File: src/rtl/ipm_pkg.sv
package ipm_pkg;

    localparam int COEF_W     = 32;
    localparam int COORD_W    = 16;
    localparam int PROD_W     = COEF_W + COORD_W + 1;
    localparam int SUM_W      = PROD_W + 1;
    localparam int NMAG_W     = SUM_W - 1;
    localparam int DMAG_W     = SUM_W - 2;
    localparam int FRAC_W     = 16;
    localparam int OUT_W      = 32;
    localparam int QUOT_W     = OUT_W + 1;
    localparam int CONST_SH   = 4;
    localparam int REG_IDX_W  = 3;
    localparam int APB_ADDR_W = REG_IDX_W + 2;
    localparam int APB_DATA_W = 32;

    localparam logic [REG_IDX_W-1:0] REG_X_U     = 3'd0;
    localparam logic [REG_IDX_W-1:0] REG_X_V     = 3'd1;
    localparam logic [REG_IDX_W-1:0] REG_X_CONST = 3'd2;
    localparam logic [REG_IDX_W-1:0] REG_Y_U     = 3'd3;
    localparam logic [REG_IDX_W-1:0] REG_Y_V     = 3'd4;
    localparam logic [REG_IDX_W-1:0] REG_Y_CONST = 3'd5;
    localparam logic [REG_IDX_W-1:0] REG_W_V     = 3'd6;
    localparam logic [REG_IDX_W-1:0] REG_W_CONST = 3'd7;

    localparam logic [OUT_W-1:0] OUT_POS_MAX = 32'h7FFF_FFFF;
    localparam logic [OUT_W-1:0] OUT_NEG_MAX = 32'h8000_0000;

    typedef enum logic [1:0] {
        ST_OK      = 2'd0,
        ST_HORIZON = 2'd1,
        ST_SAT     = 2'd2
    } t_status;

    typedef struct packed {
        logic signed [COEF_W-1:0] x_u;
        logic signed [COEF_W-1:0] x_v;
        logic signed [COEF_W-1:0] x_const;
        logic signed [COEF_W-1:0] y_u;
        logic signed [COEF_W-1:0] y_v;
        logic signed [COEF_W-1:0] y_const;
        logic signed [COEF_W-1:0] w_v;
        logic signed [COEF_W-1:0] w_const;
    } t_coefs;

    typedef struct packed {
        logic signed [SUM_W-1:0] nx;
        logic signed [SUM_W-1:0] ny;
        logic signed [SUM_W-1:0] w;
    } t_sums;

    // Signed Q8.24 coefficient times unsigned Q12.4 coordinate, exact in Q.28.
    function automatic logic signed [PROD_W-1:0] mul_coef(
        input logic signed [COEF_W-1:0] coef,
        input logic [COORD_W-1:0]       coord
    );
        logic signed [PROD_W-1:0] a;
        logic signed [PROD_W-1:0] b;
        a = PROD_W'(coef);
        b = PROD_W'($signed({1'b0, coord}));
        return a * b;
    endfunction

    // Constant term brought to Q.28 by a factor of sixteen.
    function automatic logic signed [SUM_W-1:0] const_term(
        input logic signed [COEF_W-1:0] coef
    );
        logic signed [SUM_W-1:0] e;
        e = SUM_W'(coef);
        return e <<< CONST_SH;
    endfunction

endpackage

File: src/rtl/ipm_regs.sv
module ipm_regs (
    input  logic                            i_clk,
    input  logic                            i_rst_n,
    input  logic                            psel,
    input  logic                            penable,
    input  logic                            pwrite,
    input  logic [ipm_pkg::APB_ADDR_W-1:0]  paddr,
    input  logic [ipm_pkg::APB_DATA_W-1:0]  pwdata,
    output logic [ipm_pkg::APB_DATA_W-1:0]  prdata,
    output logic                            pready,
    output ipm_pkg::t_coefs                 o_coefs
);
    import ipm_pkg::*;

    t_coefs                 r_coefs;
    logic [REG_IDX_W-1:0]   w_idx;
    logic                   w_wr;

    assign w_idx  = paddr[APB_ADDR_W-1:2];
    assign w_wr   = psel && penable && pwrite;
    assign pready = 1'b1;
    assign o_coefs = r_coefs;

    always_ff @(posedge i_clk) begin
        if (!i_rst_n) begin
            r_coefs <= '0;
        end else if (w_wr) begin
            unique case (w_idx)
                REG_X_U:     r_coefs.x_u     <= pwdata;
                REG_X_V:     r_coefs.x_v     <= pwdata;
                REG_X_CONST: r_coefs.x_const <= pwdata;
                REG_Y_U:     r_coefs.y_u     <= pwdata;
                REG_Y_V:     r_coefs.y_v     <= pwdata;
                REG_Y_CONST: r_coefs.y_const <= pwdata;
                REG_W_V:     r_coefs.w_v     <= pwdata;
                REG_W_CONST: r_coefs.w_const <= pwdata;
            endcase
        end
    end

    always_comb begin
        unique case (w_idx)
            REG_X_U:     prdata = r_coefs.x_u;
            REG_X_V:     prdata = r_coefs.x_v;
            REG_X_CONST: prdata = r_coefs.x_const;
            REG_Y_U:     prdata = r_coefs.y_u;
            REG_Y_V:     prdata = r_coefs.y_v;
            REG_Y_CONST: prdata = r_coefs.y_const;
            REG_W_V:     prdata = r_coefs.w_v;
            REG_W_CONST: prdata = r_coefs.w_const;
        endcase
    end

endmodule

File: config.mk
export PLATFORM = sky130hd
export DESIGN_NAME = ipm_regs
export DESIGN_NICKNAME = d
export VERILOG_FILES = /design/src/rtl/ipm_pkg.sv /design/src/rtl/ipm_regs.sv
export SDC_FILE = /design/constraint.sdc
export NUM_CORES = 1
export LEC_CHECK = 0
export BUFFER_PORTS_ARGS = -buffer_cell sky130_fd_sc_hd__buf_2
export CAP_MARGIN = 0
export CORE_MARGIN = 2
export CORE_UTILIZATION = 47
export CTS_CLUSTER_SIZE = 12
export DETAILED_ROUTE_END_ITERATION = 10
export PLACE_DENSITY_LB_ADDON = 0.25
export SKIP_LAST_GASP = 1
export SYNTH_ARGS = -nofsm -noshare
export SYNTH_HDL_FRONTEND = slang
export SYNTH_SLANG_ARGS = --single-unit
File: constraint.sdc
create_clock -name i_clk -period 1.5 [get_ports i_clk]
set_clock_uncertainty 0.05 [all_clocks]
set_input_delay 0.225 -clock i_clk [delete_from_list [all_inputs] [get_ports i_clk]]
set_output_delay 0.225 -clock i_clk [all_outputs]
set_load 0.01 [all_outputs]
# Word level (Yosys, flattened, before mapping)
# Index checks and enable logic that the tools add are counted.
[word_totals] input_bits=42 output_inout_bits=289 elab_cells=27 ff_bits=256
[classes] n_eq_ne=7 muxes=1 n_reduce_logical=11
[ops] operator="$pmux 32 s8" count=1
[ops] operator="$reduce_and 2->1" count=8
[ops] operator="$eq 3x3->1 const B" count=4
[ops] operator="$eq 3x2->1 const B" count=2
[ops] operator="$eq 3x1->1 const B" count=1
[ops] operator="$logic_not 3->1" count=1
[ops] operator="$logic_and 1x1->1" count=2

# Logic depth before layout (Yosys ltp)
[logic_depth] word_depth=3 depth_mapped=7 depth_no_buf=4

# Least setup slack after synthesis
# No wires, ideal clock.
[synth_path] kind="input -> output" startpoint="input paddr[3] in the netlist's numbering" endpoint="output prdata[12] in the netlist's numbering" cell_stages=6 arrival_ns=1.365 path_buffers=2 setup_slack_ns=-0.140 cell_sequence="buf_4 > buf_6 > mux2_2 > a22o_1 > a221oi_1 > nor2_1"
[synth_via] elab_chain_cells=2 elab_cells_between_ends=9
[synth_rtl] item="start, declared" line="ipm_regs.sv:7" text="input logic [ipm_pkg::APB_ADDR_W-1:0] paddr,"
[synth_rtl] item="$eq 3x3->1 (tied with other cells)" line="ipm_regs.sv:42" text="unique case (w_idx)"
[synth_rtl] item="$pmux 32 s8 (*)" line="ipm_regs.sv:42"
[synth_rtl] item="end, declared" line="ipm_regs.sv:9" text="output logic [ipm_pkg::APB_DATA_W-1:0] prdata,"
# Mark *: on every way between the ends. The rest lies on a longest branch, timed or not.

# Worst setup path in the final report
[layout_path] startpoint="register r_coefs, in the netlist o_coefs[87]" endpoint="output prdata[23] in the netlist's numbering"
[layout_via] elab_chain_cells=1
[layout_rtl] item="start, declared" line="ipm_regs.sv:15" text="t_coefs r_coefs;"
[layout_rtl] item="$pmux 32 s8" line="ipm_regs.sv:42"
# Every way passes these cells.

==> results.md <==
* Routed WL at approximately 45 mm
* Critical path cell sequence: mux2_4 > a22o_1 > a221oi_2 > nor2_1 > buf_2
* IO buf count at around 330
* Clock buffer depth at 3
* Crit path depth at 5
* RSZ-0062 raised after global routing: true
* Vias in the first global route at around 12000
* Power per Cell Area at approximately 930 nW/um2
* Clock-pin slew on the worst setup and hold paths at approximately 0.06 ns
* Buf+Inv Stages, Crit Path at 1
* Final hold vios at 0
* Achievable clock frequency at ~0.49 GHz
* Critical Path Fanout Max at 2
* DR DRC count at 0
* Vias/cell at 5.532
* Failing checks: negative setup slack
* Global-route wire length before repair at about 70 mm
* Worst slew margin at between 60% and 70%
* Diodes inserted at 0
* Sw Ratio at 23.84%
* Die X at around 160 um
* Reg2reg setup slack at ~0.64 ns
* Global route total overflow at 0
* Switch Pwr at about 3.7 mW
* CTS tree: built
* Clk sink count at 256
* Die Y at 162.7 um
* Final worst path period share at 137.1%
* Iter 0 DRT Violations at 994
* R2R depth at 4
* WP data arrival at ~1.8 ns
* Largest net degree at the start of global routing at 84
* Core footprint at 24960 um2
* Status: complete, but fails checks
* CTS H-tree lvls at 1
* Net count, final at 1921
* Routed len/inst at 20.03 um
* Worst VDD drop at ~0.00068 V
* Worst path slowest cell: dfxtp_2
* Leak at 7.138 nW
* Synth Flop Type: dfxtp_1
* CP endpoint kind: output port
* CP peak stage delay at 0.32 ns
* Layout area overhead at 40.06%
* Hold Crit Depth at 6
* CP required at 1.22 ns
* Largest delay share family, worst path: compound AO/OA/AOI/OAI gates
* GP Congestion at about 0.89
* Top Ports at between 300 and 400
* Async SR Flop Fraction at 0%
* Clock latency on the worst-skew pair at 0.54 ns
* Final ANT Viol Nets at 0
* Final min period at about 2 ns
* Power Internal at between 10 and 15 mW
* Critical Setup Path Class: flip-flop to output port
* Clock share of power at 46.6%
* DP Wirelength at around 30 mm
* Worst Tran Pin Value at between 0.5 and 0.6 ns
* Vias at ~12000
* Seq/Total Area, Yosys at a little over two fifths
* Synth unique cells at 31
* Finished Core Util at roughly 66%
* Max_cap viols at 0
* FF+latch count, synth at ~260
* Synth warn at 0
* Register share of total power at 44.6%
* Die area at ~26000 um2
* Final setup violation count at 33
* Post-Syn Area at 11840 um2
* Post-Synthesis Cells at approximately 1500
* Share of cells above drive strength 1 at roughly 36%
* Initial antenna violation count at 0
* Clk root buf: clkbuf_16
* Mapped Nets at between 1500 and 2000
* Worst setup SP type: flip-flop
* FP Rows at 58
* Hold_ws at slightly below 0.4 ns
* Max reg flops at ~260
* HP Class: input port to flip-flop
* Slew Viols, Final at 0
* Gr usage total at between 30% and 40%
* Worst setup margin at -0.5559 ns
* EDFF count, synth at 0
* CTS buffer count at 29
* Synth Area per Inst at between 8 and 9 um2
* Drt pass-1 iters at 6
* Starting density of the core at a little under half
* Logic pwr share at ~8.8%
==> cells by family (layout without fill, tap and decap cells) <==
family | Yosys count | in the layout | synth area share [%]
buffers and inverters | 186 | 615 | 7.628
muxes | 58 | 58 | 5.177
AOI/OAI and AO/OA | 365 | 365 | 23.95
other | 1 | 1 | 0.03167
DFF | 256 | 256 | 43.28
and+or+nand+nor | 604 | 604 | 19.94
==> cell type report <==
cell class	instances	area, um2
clock buffer	38	819.5
sequential	256	5160
clock inverter	13	146.4
timing repair buffer	532	3655
inverter	32	120.1
tap	330	412.9
fill	2119	8377
multi-input combinational	1028	6274
==> path summary, 6_finish.rpt <==
| path | from | to |
|---|---|---|
| worst max-delay path | o_coefs[87] | prdata[23] |
| worst min-delay path | paddr[2] | o_coefs[172] |
| worst max register to register | o_coefs[73] | o_coefs[73] |
| worst min register to register | o_coefs[2] | o_coefs[2] |
==> synth_stat cells, types with 26 or more instances <==
master / number / area [um2]
dfxtp_1: 256 / 5125
a21boi_0: 153 / 1149
a21boi_1: 103 / 773.2
clkbuf_1: 55 / 206.5
a221oi_1: 56 / 490.5
buf_2: 74 / 370.4
nand2_1: 515 / 1933
mux2i_1: 32 / 320.3
a22o_1: 33 / 289.0
mux2_2: 26 / 292.8
nor2_1: 64 / 240.2
inv_1: 32 / 120.1
==> metal layers <==
layer	global-route usage (%)	share of wire, %
met1	42.17	41
met2	54.64	46
met3	6.315	9.3
met4	13.07	3.8
met5	0	0
==> metrics by stage <==
stage          total power, mW  instance area [um2]  setup TNS, ns  setup WS, ns  std cells
2_1_floorplan            7.798                12160        -0.8744      -0.03929       1470
3_3_place_gp             8.272                15050         -75.73       -0.4807       2134
3_5_place_dp             8.282                15050         -79.11       -0.4837       2134
4_1_cts                  15.49                16520         -15.36       -0.5737       2226
5_1_grt                  15.90                16590         -17.24       -0.6281       2229
6_report                 15.45                16590         -14.99       -0.5559       2229
==> power groups by stage <==
| stage | combinational, mW | sequential, mW | clock (mW) |
|---|---|---|---|
| after floorplan | 0.742 | 7.06 | 0 |
| after global placement | 1.23 | 7.04 | 0 |
| after detailed placement | 1.24 | 7.04 | 0 |
| after CTS | 1.33 | 6.89 | 7.26 |
| after global routing | 1.44 | 6.89 | 7.57 |
| final | 1.36 | 6.89 | 7.20 |
==> placed cells by master (no fill, tap or decap), drive strengths merged, types with 2 or more instances in the layout <==
master,instances
a221oi,56
nand2b,7
or3,3
a32oi,4
or2,6
nor2,64
mux2i,32
inv,33
clkbuf,38
dlygate4sd3,33
dfxtp,256
a22o,33
mux2,26
buf,499
nor2b,4
a21boi,256
o22a,2
o22ai,2
nand2,515
bufinv,3
clkinv,8
a21oi,9
nor3,2
==> timing repair <==
item,in CTS,in global routing
setup buffers,8,3
hold endpoints to repair,256,0
setup endpoints to repair,32,32
hold buffers,33,0
resized for setup,38,14
pin swaps,12,16
==> worst register-to-register path: cells and delay by family (launching register included) <==
family / cells / cell delay [ns]
compound gates: 1 / 0.07
buf+inv: 2 / 0.26
flops: 1 / 0.32
simple gates: 1 / 0.04
(Power assumes the default switching activity.)
